## config.mk

```make
export PLATFORM = sky130hd
export DESIGN_NAME = scratchpad_crc8_temperature_check_unit
export DESIGN_NICKNAME = d
export VERILOG_FILES = /design/src/design/scrc8_pkg.sv /design/src/design/scrc8_frame_tracker.sv /design/src/design/scratchpad_crc8_temperature_check_unit.sv
export VERILOG_INCLUDE_DIRS = /design/src /design/src/design
export SDC_FILE = /design/constraint.sdc
export NUM_CORES = 1
export LEC_CHECK = 0
export CORE_ASPECT_RATIO = 2
export CORE_UTILIZATION = 30
export DETAILED_ROUTE_END_ITERATION = 12
export DONT_BUFFER_PORTS = 1
export PLACE_DENSITY = 0.4
export SETUP_SLACK_MARGIN = 0.2
export SLEW_MARGIN = 40
export SYNTH_ARGS = -nofsm -noshare
export SYNTH_HDL_FRONTEND = slang
export SYNTH_SLANG_ARGS = --single-unit
export TNS_END_PERCENT = 30
```

## constraint.sdc

```tcl
create_clock -name clk_i -period 2.4 [get_ports clk_i]
set_input_delay 0.24 -clock clk_i [delete_from_list [all_inputs] [get_ports clk_i]]
set_output_delay 0.24 -clock clk_i [all_outputs]
set_load 0.01 [all_outputs]
```

## src/design/scratchpad_crc8_temperature_check_unit_macros.svh

```systemverilog
// assertion macros shared by the scratchpad crc8 check design
`ifndef SCRATCHPAD_CRC8_TEMPERATURE_CHECK_UNIT_MACROS_SVH
`define SCRATCHPAD_CRC8_TEMPERATURE_CHECK_UNIT_MACROS_SVH

// same-cycle implication, disabled while reset is asserted
`define SCRC8_ASSERT_IMP(lbl, clk, rstn, ante, cons) \
  lbl: assert property (@(posedge clk) disable iff (!(rstn)) (ante) |-> (cons)) \
    else $error("implication check failed");

// next-cycle implication, disabled while reset is asserted
`define SCRC8_ASSERT_NXT(lbl, clk, rstn, ante, cons) \
  lbl: assert property (@(posedge clk) disable iff (!(rstn)) (ante) |=> (cons)) \
    else $error("next-cycle check failed");

`endif

```

## src/design/scrc8_pkg.sv

```systemverilog
// types, constants and the crc-8 byte update for the scratchpad check
package scrc8_pkg;

  localparam int unsigned CountW = 4;
  localparam logic [7:0] CrcPoly = 8'h8C;
  localparam logic [7:0] CrcInit = 8'h00;

  localparam logic KindBusReset = 1'b0;
  localparam logic KindData     = 1'b1;

  typedef struct packed {
    logic       kind;
    logic [7:0] data_byte;
  } step_t;

  typedef struct packed {
    logic               valid;
    logic signed [15:0] temperature;
    logic               crc_ok;
  } result_t;

  // reflected crc-8, one data byte, lsb first
  function automatic logic [7:0] crc8_byte(input logic [7:0] crc, input logic [7:0] b);
    logic [7:0] c;
    logic       fb;
    c = crc;
    for (int k = 0; k < 8; k++) begin
      fb = c[0] ^ b[k];
      c  = {1'b0, c[7:1]};
      if (fb) begin
        c = c ^ CrcPoly;
      end
    end
    return c;
  endfunction

endpackage

```

## src/design/scrc8_frame_tracker.sv

```systemverilog
// frame state: byte counter, running crc, captured temperature bytes
module scrc8_frame_tracker #(
  parameter int unsigned FRAME_BYTES = 9
) (
  input  logic              clk_i,
  input  logic              rst_ni,
  input  logic              step_en_i,
  input  scrc8_pkg::step_t   step_i,
  output scrc8_pkg::result_t result_o
);
  import scrc8_pkg::*;

  `include "scratchpad_crc8_temperature_check_unit_macros.svh"

  localparam logic [CountW-1:0] LastCount = CountW'(FRAME_BYTES);
  localparam logic [CountW-1:0] LastIndex = CountW'(FRAME_BYTES - 1);

  logic [CountW-1:0] count_q, count_d;
  logic [7:0]        crc_q, crc_d;
  logic [7:0]        low_q, low_d;
  logic [7:0]        high_q, high_d;
  logic              frame_done;
  logic              take_byte;

  assign frame_done = (count_q >= LastCount);
  // data byte that the frame still needs, whether or not it is taken this cycle
  assign take_byte  = (step_i.kind == KindData) && !frame_done;

  always_comb begin
    count_d = count_q;
    crc_d   = crc_q;
    low_d   = low_q;
    high_d  = high_q;
    if (step_en_i && (step_i.kind == KindBusReset)) begin
      count_d = '0;
      crc_d   = CrcInit;
    end else if (step_en_i && take_byte) begin
      crc_d   = crc8_byte(crc_q, step_i.data_byte);
      count_d = count_q + CountW'(1);
      if (count_q == CountW'(0)) begin
        low_d = step_i.data_byte;
      end
      if (count_q == CountW'(1)) begin
        high_d = step_i.data_byte;
      end
    end
  end

  always_ff @(posedge clk_i or negedge rst_ni) begin
    if (!rst_ni) begin
      count_q <= '0;
      crc_q   <= CrcInit;
      low_q   <= '0;
      high_q  <= '0;
    end else begin
      count_q <= count_d;
      crc_q   <= crc_d;
      low_q   <= low_d;
      high_q  <= high_d;
    end
  end

  // high when the pending item is the byte that completes the frame
  assign result_o.valid       = take_byte && (count_q == LastIndex);
  assign result_o.temperature = {high_d, low_d};
  assign result_o.crc_ok      = (crc_d == 8'h00);

  `SCRC8_ASSERT_IMP(a_count_bounded, clk_i, rst_ni, 1'b1, count_q <= LastCount)
  `SCRC8_ASSERT_NXT(a_bus_reset_clears, clk_i, rst_ni,
                    step_en_i && (step_i.kind == KindBusReset),
                    (count_q == '0) && (crc_q == CrcInit))
  `SCRC8_ASSERT_NXT(a_result_ends_frame, clk_i, rst_ni, step_en_i && result_o.valid,
                    frame_done)

endmodule

```

## src/design/scratchpad_crc8_temperature_check_unit.sv

```systemverilog
// top level: input register, frame tracker and result register
// Usage: the input channel carries one item per cycle: kind_i low is a bus
// reset that starts a new frame, kind_i high carries one received scratchpad
// byte on data_byte_i. Every item is accepted while in_ready_o is high.
// The result channel gives one item per complete frame, on the byte that
// completes it: temperature_o is the signed Q12.4 word built from frame
// bytes 1 and 0, crc_ok_o is high when the crc-8 residue over the frame is
// zero. A frame with a bad crc still produces its result.
// The last byte goes through the input register, then the result register,
// before out_valid_o rises; a stall can hold it in the input register.
// Throughput: one item per cycle unless a result waits; the crc-8 byte update
// and the counter compare sit between the input and the result register.
// Reset clears the byte counter and crc, so bytes before any bus reset start
// a frame. Bytes after a full frame are dropped until the next bus reset.
// When the receiver stalls, the result holds; the input register keeps
// taking items that give no result, and an item that would give a result
// waits in the input register until the result register is free.
module scratchpad_crc8_temperature_check_unit #(
  parameter int unsigned FRAME_BYTES = 9
) (
  input  logic               clk_i,
  input  logic               rst_ni,
  input  logic               in_valid_i,
  output logic               in_ready_o,
  input  logic               kind_i,
  input  logic [7:0]         data_byte_i,
  output logic               out_valid_o,
  input  logic               out_ready_i,
  output logic signed [15:0] temperature_o,
  output logic               crc_ok_o
);
  import scrc8_pkg::*;

  logic               s1_valid_q, s1_valid_d;
  step_t              s1_step_q;
  logic               s1_fire;
  logic               out_free;
  result_t            res;
  logic               out_valid_q, out_valid_d;
  logic signed [15:0] temp_q;
  logic               crc_ok_q;

  assign out_free = !out_valid_q || out_ready_i;
  // items with no result pass even while the result register is full
  assign s1_fire  = s1_valid_q && (out_free || !res.valid);
  assign in_ready_o = !s1_valid_q || s1_fire;

  assign s1_valid_d  = (in_valid_i && in_ready_o) ? 1'b1 : (s1_fire ? 1'b0 : s1_valid_q);
  assign out_valid_d = (s1_fire && res.valid) ? 1'b1 : (out_ready_i ? 1'b0 : out_valid_q);

  always_ff @(posedge clk_i or negedge rst_ni) begin
    if (!rst_ni) begin
      s1_valid_q  <= 1'b0;
      out_valid_q <= 1'b0;
    end else begin
      s1_valid_q  <= s1_valid_d;
      out_valid_q <= out_valid_d;
    end
  end

  always_ff @(posedge clk_i) begin
    if (in_valid_i && in_ready_o) begin
      s1_step_q.kind      <= kind_i;
      s1_step_q.data_byte <= data_byte_i;
    end
    if (s1_fire && res.valid) begin
      temp_q   <= res.temperature;
      crc_ok_q <= res.crc_ok;
    end
  end

  scrc8_frame_tracker #(
    .FRAME_BYTES(FRAME_BYTES)
  ) u_tracker (
    .clk_i    (clk_i),
    .rst_ni   (rst_ni),
    .step_en_i(s1_fire),
    .step_i   (s1_step_q),
    .result_o (res)
  );

  assign out_valid_o   = out_valid_q;
  assign temperature_o = temp_q;
  assign crc_ok_o      = crc_ok_q;

endmodule
```

==> results of run 1 <==
[final cells by class]
class                           instances  area, µm²
Multi-Input combinational cell         91        716
Inverter                                6       22.5
Clock buffer                            6        139
Sequential cell                        56       1530
Clock inverter                          2       38.8
Tap cell                               92        115
Timing Repair Buffer                    7       67.6
Fill cell                             723       4640
[flip-flops by register name, indices dropped and copies added (netlist names)]
| register | flops |
|---|---|
| u_tracker.low_q | 8 |
| s1_valid_q | 1 |
| s1_step_q | 9 |
| u_tracker.crc_q | 8 |
| crc_ok_o | 1 |
| u_tracker.count_q | 4 |
| temperature_o | 16 |
| out_valid_o | 1 |
| u_tracker.high_q | 8 |
[power by group]
group	total [mW]	switching (mW)	leakage, nW	internal [mW]
clock	0.842	0.319	0.0871	0.522
sequential	1.36	0.126	0.615	1.24
combinational	0.834	0.417	0.313	0.417
total	3.04	0.863	1.01	2.17
[repair_timing]
action,in CTS,in global routing
setup endpoints to repair,0,0
hold buffers,2,0
hold endpoints to repair,30,0
[cell families (layout without fill, tap and decap cells)]
| kind of cell | after synthesis | after routing | share of synthesized area |
|---|---|---|---|
| multiplexers | 16 | 16 | 0.0793 |
| AND/OR/NAND/NOR | 31 | 31 | 0.0666 |
| adder cells (fa/ha/maj) | 3 | 3 | 0.0165 |
| buffers and inverters | 7 | 21 | 0.0116 |
| XOR/XNOR | 21 | 21 | 0.0974 |
| AO/OA/AOI/OAI | 20 | 20 | 0.0550 |
| flip-flops | 56 | 56 | 0.674 |
[metrics by stage]
| stage | setup WS, ns | std cells |
|---|---|---|
| 4_1_cts | 0.418 | 260 |
| 5_1_grt | 0.261 | 260 |
| 6_report | 0.423 | 260 |
| 3_3_place_gp | 0.226 | 250 |
| 2_1_floorplan | 0.325 | 154 |
| 3_5_place_dp | 0.434 | 250 |
[synth_stat cells]
library cell / number
ha_1: 3
xor2_2: 2
nand3_1: 1
xor2_1: 4
a41oi_1: 2
clkbuf_1: 1
a21oi_1: 4
o31ai_2: 1
nand2b_1: 2
o31ai_1: 1
nor4_1: 2
xnor2_2: 3
or3_1: 1
dfrtp_1: 30
nor3_2: 1
a22o_1: 2
nand2_1: 13
xnor2_1: 12
nand4_1: 1
nor3_1: 2
inv_1: 6
edfxtp_1: 26
nor2b_1: 3
or2_2: 1
o21ai_0: 10
nor2_1: 4
mux2_2: 16
[final timing paths]
kind,end,slack [ns],cells past startpoint
max in group asynchronous,u_tracker.high_q[6]$_DFF_PN0_,1.83,2
worst max-delay path,crc_ok_o$_DFFE_PP_,0.42,6
min in group asynchronous,u_tracker.high_q[4]$_DFF_PN0_,0.38,2
worst max register to register,crc_ok_o$_DFFE_PP_,0.42,6
worst min register to register,u_tracker.high_q[3]$_DFF_PN0_,0.50,1
worst min-delay path,s1_step_q[3]$_DFFE_PP_,0.04,0
[metal layers]
layer	GRT usage	wire length, µm
met1	0.131	1650
met2	0.232	2580
met3	0.0338	161
met4	0.0642	105
met5	0	0
[worst max-delay path, delay by kind of cell (launching register included)]
family	cells	cell delay (ns)
compound gates	3	0.86
flops	1	0.43
fa+ha+maj	1	0.19
simple gates	1	0.15
buf+inv	1	0.06
[cells in the final DEF, fill, tap and decap left out, drive strengths merged, types with 6 or more instances in the layout]
cell type  count
dfrtp         30
xor2           6
clkbuf         6
edfxtp        26
nand2         13
o21ai         10
inv            6
mux2          16
xnor2         15
buf            6
==> run metrics, run 1 <==
outcome=completed; Worst Skew=0.00709 ns; Total GRT Usage=0.128; vias in the first global route=1,379; setup tns final=0 ns; Setup crit start=u_tracker.count_q[0]$_DFFE_PN0P_; # DRC=0; routed wire length=4490 µm; vias=1,233; antenna violations before repair=0; synthesized cell area=0.00227 mm²; worst skew pair latency=0.29 ns; Slew Viols, Final=0; RePlAce Congestion=0.862; flops & latches, synth=56; Initial Util=0.313; CTS Sinks=56; maxcap violations=0; pwr/cell area=1150 mW/mm²; WHS=0.0362 ns; CTS Root Cell=clkbuf_16; Final Core Density=0.362; Critical Path Fanout Max=11; row count=44; Setup violations, final=0; Hold Startpoint=data_byte_i[3]; relative max-transition margin=0.508; FMAX=506 MHz; cts bufs inserted=5; drt wl/cell=17.3 µm; Die ar.=0.00795 mm²; Hold Vio Cnt, Final=0; leak pwr=1.01 nW; worst vdd ir=0.471 mV; Clk pin slew, worst setup/hold paths=0.07 ns; RSZ-0062 raised after global routing=false; post-synthesis instance total=154; Port Buf Inserts=0; Die Y=125 µm; CTS Buffer Depth=2; core area=0.00727 mm²; worst r2r src=u_tracker.count_q[0]$_DFFE_PN0P_; placed cell area=0.00242 mm²; Setup Buffers After CTS=0; yosys warns=0; Crit Path Class=register to register; Inserted Diodes=0; layout cell share with drive strength beyond 1=0.226; Slowest-stage cell, CP=o21ai_1; CP Cell Sequence=inv_1, ha_1, nand2b_1, o31ai_2, o21ai_1, a21oi_1; Startpoint Class=register; via/cell ratio=4.74; Yosys cell types=27; first-pass GRT wire length=7360 µm; Worst setup EP type=register; I/O Pins=32; Worst Path Required=2.41 ns; Seq/Total Area, Yosys=0.674; largest net degree at the start of global routing=31; share of the synthesized area in the top cell type=0.343; Hold WC Path Type=input pin to register; CTS tree=built; DP HPWL=3200 µm; syn nets=170; post-route cell area=0.00263 mm²; Slew @ Worst Pin=0.734 ns; CP max stage delay=0.60 ns; antenna viol nets, final=0; CTS resizes=0; syn_area_per_cell=14.8 µm²; final worst-path cycle share=0.824; Final Critical Period=1.98 ns; P&R area growth vs syn=15.7%; DR pass1 iterations=4; largest area contributor in the netlist=edfxtp_1; die width=63.6 µm; Tot Pwr=3.04 mW; Arrival @ worst endpoint=1.99 ns; GRT Residual Overflow=0; top post-synthesis cells by area=edfxtp_1 34%, dfrtp_1 33%, mux2_2 7.9%; initial DRC count=57; Net count, final=183; H-tree levels=2
Note: power is estimated with default switching activity, not from simulation.
==> run 2: changes to the inputs <==
- ABC_AREA: not set -> 1
- PLACE_DENSITY: 0.4 -> 0.41
- clock period: 2.4 -> 1.81 ns (I/O delays scaled with it)
==> run 2 against run 1 <==
Compared with the run above: die area increased by 11%; critical path depth increased by 7; via count increased by 53%; the run now ends with setup timing left; clock power increased by 14%; utilization increased by 6.2 points; largest power group is now combinational logic.
==> run metrics, run 2 <==
Largest register FFs=16 (unchanged); highest routed layer=met4 (unchanged); Worst Path Required=1.97 ns (was 2.41 ns); DP HPWL=4340 µm (was 3200 µm); routed wire length=5850 µm (was 4490 µm); yosys warns=0 (unchanged); synth cell count leaders=95 x nand2_1, 30 x dfrtp_1, 29 x inv_1 (was 30 x dfrtp_1, 26 x edfxtp_1, 16 x mux2_2); Critical path buffers and inverters=2 (was 1); Post-synth EDFFs=26 (unchanged); first-pass GRT wire length=9160 µm (was 7360 µm); CP Cell Sequence=inv_2, ha_4, buf_4, nand2_1, a21oi_2, nand3_4, nand3_1, nand2_2, nor2_2, nand4_1, nor2_1, nand2_1, nor2_2 (was inv_1, ha_1, nand2b_1, o31ai_2, o21ai_1, a21oi_1); post-synthesis instance total=258 (was 154); layout cell share with drive strength beyond 1=0.382 (was 0.226); syn_area_per_cell=9.83 µm² (was 14.8 µm²); CP max stage delay=0.39 ns (was 0.60 ns); Slew @ Worst Pin=0.262 ns (was 0.734 ns); top post-synthesis cells by area=edfxtp_1 31%, dfrtp_1 30%, nand2_1 14% (was edfxtp_1 34%, dfrtp_1 33%, mux2_2 7.9%); Hold Vio Cnt, Final=0 (unchanged); most frequent cells in the layout=69 x nand2_1, 39 x buf_4, 29 x dfrtp_1 (was 30 x dfrtp_1, 26 x edfxtp_1, 16 x mux2_2); final worst-path cycle share=1.05 (was 0.824); Port Buf Inserts=0 (unchanged); initial DRC count=62 (was 57); Net count, final=337 (was 183); Crit Path Class=register to register (unchanged); antenna viol nets, final=0 (unchanged); setup tns final=-0.422 ns (was 0 ns); Final Critical Period=1.89 ns (was 1.98 ns); RSZ-0062 raised after global routing=true (was false); Yosys cell types=26 (was 27); met2 wire len=3530 µm (was 2580 µm); Clk pin slew, worst setup/hold paths=0.07 ns (about the same); Arrival @ worst endpoint=2.06 ns (was 1.99 ns); WL met1=2080 µm (was 1650 µm); top-count cell post-synth=nand2_1 (was dfrtp_1); vias in the first global route=1,794 (was 1,379); I/O Pins=32 (unchanged); drt wl/cell=13.9 µm (was 17.3 µm); pre-CTS setup slack=-0.225 ns (was 0.434 ns); family with the most delay on the worst path=simple AND/OR/NAND/NOR gates (was compound AO/OA/AOI/OAI gates); syn nets=274 (was 170); flops & latches, synth=56 (unchanged); Hold Path Depth=2 (was 0); failing checks=setup timing; largest area contributor in the netlist=edfxtp_1 (unchanged); Slew Viols, Final=0 (unchanged); most common cell after layout, fill and taps aside=nand2_1 (was dfrtp_1); Reg2Reg Depth=13 (was 6); CTS Sinks=56 (unchanged); Die ar.=0.00884 mm² (was 0.00795 mm²); H-tree levels=2 (unchanged); P&R area growth vs syn=37.8% (was 15.7%); maxcap violations=0 (unchanged); antenna violations before repair=0 (unchanged); CTS tree=built (unchanged); CTS Buffer Depth=2 (unchanged); FMAX=528 MHz (was 506 MHz); outcome=finished with violations (was completed); synthesized cell area=0.00253 mm² (was 0.00227 mm²); Setup violations, final=13 (was 0); pwr/cell area=1340 mW/mm² (was 1150 mW/mm²); Worst Hold End=s1_valid_q$_DFFE_PN0P_ (was s1_step_q[3]$_DFFE_PP_); Initial Util=0.308 (was 0.313); DR pass1 iterations=4 (unchanged); Post-synth ARST share=0.536 (unchanged); largest net degree at the start of global routing=31 (unchanged); via/cell ratio=4.50 (was 4.74); Inserted Diodes=0 (unchanged); Worst setup EP type=register (unchanged); Die Y=132 µm (was 125 µm); Startpoint Class=register (unchanged); worst setup margin=-0.0832 ns (was 0.423 ns); row count=47 (was 44); worst vdd ir=0.534 mV (was 0.471 mV); share of the synthesized area in the top cell type=0.308 (was 0.343); worst skew pair latency=0.30 ns (was 0.29 ns); FF-to-FF setup slack=-0.08 ns (was 0.42 ns); Hold WC Path Type=input pin to register (unchanged); die width=67 µm (was 63.6 µm); Post-Layout Cell Count=420 (was 260); Total GRT Usage=0.145 (was 0.128); vias=1,890 (was 1,233); Seq/Total Area, Yosys=0.604 (was 0.674); WHS=0.0331 ns (was 0.0362 ns); worst r2r src=u_tracker.count_q[1]$_DFFE_PN0P_ (was u_tracker.count_q[0]$_DFFE_PN0P_); Top FF cell, synth=dfrtp_1 (unchanged); R2R Path End=crc_ok_o$_DFFE_PP_ (unchanged); core area=0.00823 mm² (was 0.00727 mm²); CTS Root Cell=clkbuf_16 (unchanged); Worst Skew=0.00537 ns (was 0.00709 ns); Critical Path Fanout Max=5 (was 11); # DRC=0 (unchanged); Slowest-stage cell, CP=dfrtp_1 (was o21ai_1); met3 wire length=105 µm (was 161 µm); Hold Startpoint=in_valid_i (was data_byte_i[3]); cts bufs inserted=5 (unchanged); leak pwr=1.55 nW (was 1.01 nW); dpl cells=383 (was 250); RePlAce Congestion=0.786 (was 0.862); relative max-transition margin=0.825 (was 0.508); GRT Residual Overflow=0 (unchanged)
[run 2: cell count changes in the layout (fill, tap and decap cells not counted), sizes merged, moves of 7 or more]
cell and change:
buf +42, nand2 +87, o21ai -7, inv +24, nand3 +16, dlygate4sd3 +10
mux2 -12, nor2 +9, o21a +14, xnor2 -14
[run 2: timing repair]
action	in CTS	in global routing
endpoints found under the setup margin	70	69
resized for setup	13	46
hold buffers	12	0
pin swaps	9	28
buffers inserted	4	13
endpoints found under the hold margin	40	0
[run 2: cell families (layout without fill, tap and decap cells)]
family	after synthesis	count (layout)	synth area share
compound gates	22	22	0.0577
mux	4	4	0.0178
buf+inv	33	97	0.0528
xor+xnor	5	5	0.0173
simple gates	135	135	0.235
fa+ha+maj	3	3	0.0148
flops	56	56	0.604
[run 2: worst register-to-register path: stages (launching register included)]
cell     delay [ns]
dfrtp_1        0.39
inv_2          0.09
ha_4           0.16
buf_4          0.11
nand2_1        0.06
a21oi_2        0.17
nand3_4        0.13
nand3_1        0.12
nand2_2        0.07
nor2_2         0.12
nand4_1        0.09
nor2_1         0.11
nand2_1        0.07
nor2_2         0.09
[run 2: metal layers]
layer	GRT usage	up-vias
met5	0	-
li1	-	959
met2	0.271	21
met3	0.0234	7
met1	0.147	903
met4	0.0674	0
[run 2: worst max-delay path by stage]
stage                                     startpoint                          end  slack (ns)  cells past startpoint
floorplan           u_tracker.count_q[1]$_DFFE_PN0P_   temperature_o[5]$_DFFE_PP_       -0.01                      8
global route        u_tracker.count_q[0]$_DFFE_PN0P_           crc_ok_o$_DFFE_PP_       -0.22                     14
finish              u_tracker.count_q[1]$_DFFE_PN0P_           crc_ok_o$_DFFE_PP_       -0.08                     13
detailed placement  u_tracker.count_q[0]$_DFFE_PN0P_           crc_ok_o$_DFFE_PP_       -0.22                     13
global placement    u_tracker.count_q[1]$_DFFE_PN0P_  temperature_o[15]$_DFFE_PP_       -0.21                      7
CTS                 u_tracker.count_q[0]$_DFFE_PN0P_           crc_ok_o$_DFFE_PP_       -0.08                     13
[run 2: area by class of cell]
type | count | area (µm²)
Inverter | 30 | 113
Multi-Input combinational cell | 169 | 1050
Clock inverter | 1 | 8.76
Tap cell | 98 | 123
Timing Repair Buffer | 59 | 531
Clock buffer | 7 | 133
Fill cell | 853 | 4740
Sequential cell | 56 | 1530
[run 2: power breakdown]
group | total (mW) | switching [mW] | internal, mW
logic | 1.88 | 0.985 | 0.895
clock network | 0.958 | 0.440 | 0.518
registers | 1.83 | 0.154 | 1.67
[run 2: through the flow]
step / cell area, µm² / total power [mW] / utilization
detailed placement: 2930 / 3.30 / 0.356
floorplan: 2580 / 2.82 / -
finish: 3490 / 4.67 / 0.424
CTS: 3270 / 4.38 / 0.397
global route: 3490 / 5.02 / 0.424
global placement: 2930 / 3.27 / 0.356
==> run 3: changes to the inputs <==
- BUFFER_PORTS_ARGS: not set -> -buffer_cell sky130_fd_sc_hd__buf_4
- DONT_BUFFER_PORTS: 1 -> not set
- PLACE_DENSITY: 0.41 -> 0.44
==> run 3 against run 2 <==
Compared with the run above: the run still ends with setup timing left; die area stayed put; clock-buffer cell count down 1; total power fell by 1.1%; combinational power is 5% lower; sequential power about the same; cell area increased by 5.1%; global-route usage hardly changed; via count up 4.6%; non-clock buffer count is 25 higher; setup slack got worse by 0.047 ns; critical path type unchanged; largest cell class unchanged; largest power group is now registers.
==> run metrics, run 3 (same netlist as run 2, synthesis figures left out) <==
Worst Hold End=s1_step_q[7]$_DFFE_PP_ (was s1_valid_q$_DFFE_PN0P_); Tot Pwr=4.61 mW (was 4.67 mW); die width=67 µm (unchanged); CTS tree=built (unchanged); first-pass GRT wire length=9260 µm (was 9160 µm); Slew Viols, Final=0 (unchanged); initial DRC count=90 (was 62); P&R area growth vs syn=44.8% (was 37.8%); GRT Residual Overflow=0 (unchanged); antenna violations before repair=0 (unchanged); Inserted Diodes=0 (unchanged); Startpoint Class=register (unchanged); Slew @ Worst Pin=0.425 ns (was 0.262 ns); placed cell area=0.00320 mm² (was 0.00293 mm²); Worst Skew=0.00308 ns (was 0.00537 ns); most common cell after layout, fill and taps aside=nand2_1 (unchanged); Setup violations, final=18 (was 13); via/cell ratio=4.44 (was 4.50); Crit Path Class=register to register (unchanged); family with the most delay on the worst path=buffers and inverters (was simple AND/OR/NAND/NOR gates); Port Buf Inserts=31 (was 0); cts bufs inserted=5 (unchanged); Hold Vio Cnt, Final=0 (unchanged); dpl cells=417 (was 383); pre-CTS setup slack=-0.172 ns (was -0.225 ns); Clk pin slew, worst setup/hold paths=0.07 ns (about the same); Net count, final=362 (was 337); Critical path buffers and inverters=4 (was 2); Worst Path Required=1.86 ns (was 1.97 ns); R2R Path End=temperature_o[14]$_DFFE_PP_ (was crc_ok_o$_DFFE_PP_); routed wire length=5820 µm (was 5850 µm); FF-to-FF setup slack=-0.13 ns (was -0.08 ns); CP Cell Sequence=inv_2, ha_4, nand2_4, nor2_4, nand3_4, nand2_4, buf_4, nor3_4, buf_6, buf_6, o21a_1 (was inv_2, ha_4, buf_4, nand2_1, a21oi_2, nand3_4, nand3_1, nand2_2, nor2_2, nand4_1, nor2_1, nand2_1, nor2_2); maxcap violations=0 (unchanged); worst setup margin=-0.131 ns (was -0.0832 ns); Largest register FFs=16 (unchanged); CTS Root Cell=clkbuf_16 (unchanged); CP max stage delay=0.44 ns (was 0.39 ns); leak pwr=1.70 nW (was 1.55 nW); Hold Path Depth=1 (was 2); worst vdd ir=0.479 mV (was 0.534 mV); Worst setup EP type=register (unchanged); Slowest-stage cell, CP=dfrtp_2 (was dfrtp_1); gr busiest metal=met2 (unchanged); worst skew pair latency=0.29 ns (was 0.30 ns); antenna viol nets, final=0 (unchanged); Arrival @ worst endpoint=1.99 ns (was 2.06 ns); WHS=0.0579 ns (was 0.0331 ns); FMAX=515 MHz (was 528 MHz); Hold Startpoint=data_byte_i[7] (was in_valid_i); CTS Buffer Depth=2 (unchanged); core area=0.00823 mm² (unchanged); Critical Path Fanout Max=6 (was 5); vias in the first global route=1,973 (was 1,794); row count=47 (unchanged); met3 Track Usage GR=0.0285 (was 0.0234); Die Y=132 µm (unchanged); pwr/cell area=1260 mW/mm² (was 1340 mW/mm²); layout cell share with drive strength beyond 1=0.444 (was 0.382); outcome=finished with violations (unchanged); Post-Layout Cell Count=445 (was 420); RSZ-0062 raised after global routing=true (unchanged); Die ar.=0.00884 mm² (unchanged); failing checks=setup timing (unchanged); final worst-path cycle share=1.07 (was 1.05); H-tree levels=2 (unchanged); Worst path depth=11 (was 13); Reg2Reg Depth=11 (was 13); worst r2r src=u_tracker.count_q[0]$_DFFE_PN0P_ (was u_tracker.count_q[1]$_DFFE_PN0P_); Initial Util=0.308 (unchanged); Total GRT Usage=0.145 (about the same); CTS Sinks=56 (unchanged); met2 usage=0.278 (was 0.271); DP HPWL=4350 µm (was 4340 µm); relative max-transition margin=0.717 (was 0.825); DR pass1 iterations=4 (unchanged); Final Critical Period=1.94 ns (was 1.89 ns); largest net degree at the start of global routing=31 (unchanged); I/O Pins=32 (unchanged); drt wl/cell=13.1 µm (was 13.9 µm); most frequent cells in the layout=75 x nand2_1, 73 x buf_4, 29 x dfrtp_1 (was 69 x nand2_1, 39 x buf_4, 29 x dfrtp_1); post-route cell area=0.00367 mm² (was 0.00349 mm²); Hold WC Path Type=input pin to register (unchanged); met1 Resource Use GR=0.139 (was 0.147); RePlAce Congestion=0.873 (was 0.786); vias=1,976 (was 1,890); # DRC=0 (unchanged)
-- run 3: cell types whose count changed in the layout (fill, tap and decap cells not counted), moves of 2 or more --
cell,change
buf_4,+34
clkbuf_1,-2
dlygate4sd3_1,-10
mux2_2,-2
mux2_4,+2
nand2_1,+6
nand2_2,-6
nor2_1,-2
nor2_2,+2
-- run 3: report_power, final --
group / switching [mW] / total, mW / internal [mW]
sequential: 0.152 / 1.83 / 1.67
combinational: 0.941 / 1.79 / 0.844
clock: 0.448 / 1.00 / 0.554
-- run 3: cell type report --
type | instances | area [µm²]
inverter | 30 | 113
tap | 98 | 123
timing repair buffer | 84 | 697
fill | 836 | 4560
clock inverter | 2 | 13.8
sequential | 56 | 1530
clock buffer | 6 | 139
multi-input combinational | 169 | 1050
-- run 3: per-stage QoR --
step,TNS [ns],util
floorplan,-0.0210,-
global placement,-1.19,0.388
detailed placement,-1.97,0.388
CTS,-0.851,0.422
global route,-4.31,0.446
finish,-1.39,0.446
-- run 3: repair_timing --
item	4_1_cts	5_1_grt
pin swaps	8	16
hold buffers	1	0
setup buffers	6	13
setup endpoints to repair	69	69
resized for setup	23	33
endpoints found under the hold margin	30	0
-- run 3: worst max-delay path by stage --
stage / from / endpoint / slack (ns)
floorplan: u_tracker.count_q[1]$_DFFE_PN0P_ / temperature_o[5]$_DFFE_PP_ / -0.01
global placement: u_tracker.count_q[0]$_DFFE_PN0P_ / temperature_o[7]$_DFFE_PP_ / -0.11
detailed placement: u_tracker.count_q[0]$_DFFE_PN0P_ / crc_ok_o$_DFFE_PP_ / -0.17
CTS: u_tracker.count_q[0]$_DFFE_PN0P_ / crc_ok_o$_DFFE_PP_ / -0.12
global route: u_tracker.count_q[0]$_DFFE_PN0P_ / crc_ok_o$_DFFE_PP_ / -0.25
finish: u_tracker.count_q[0]$_DFFE_PN0P_ / temperature_o[14]$_DFFE_PP_ / -0.13
-- run 3: layer usage --
layer  vias to the layer above  share of wire
met2                        24           0.62
met5                         -              0
met4                         0          0.024
met1                       938           0.34
met3                         8          0.021
li1                       1006              -
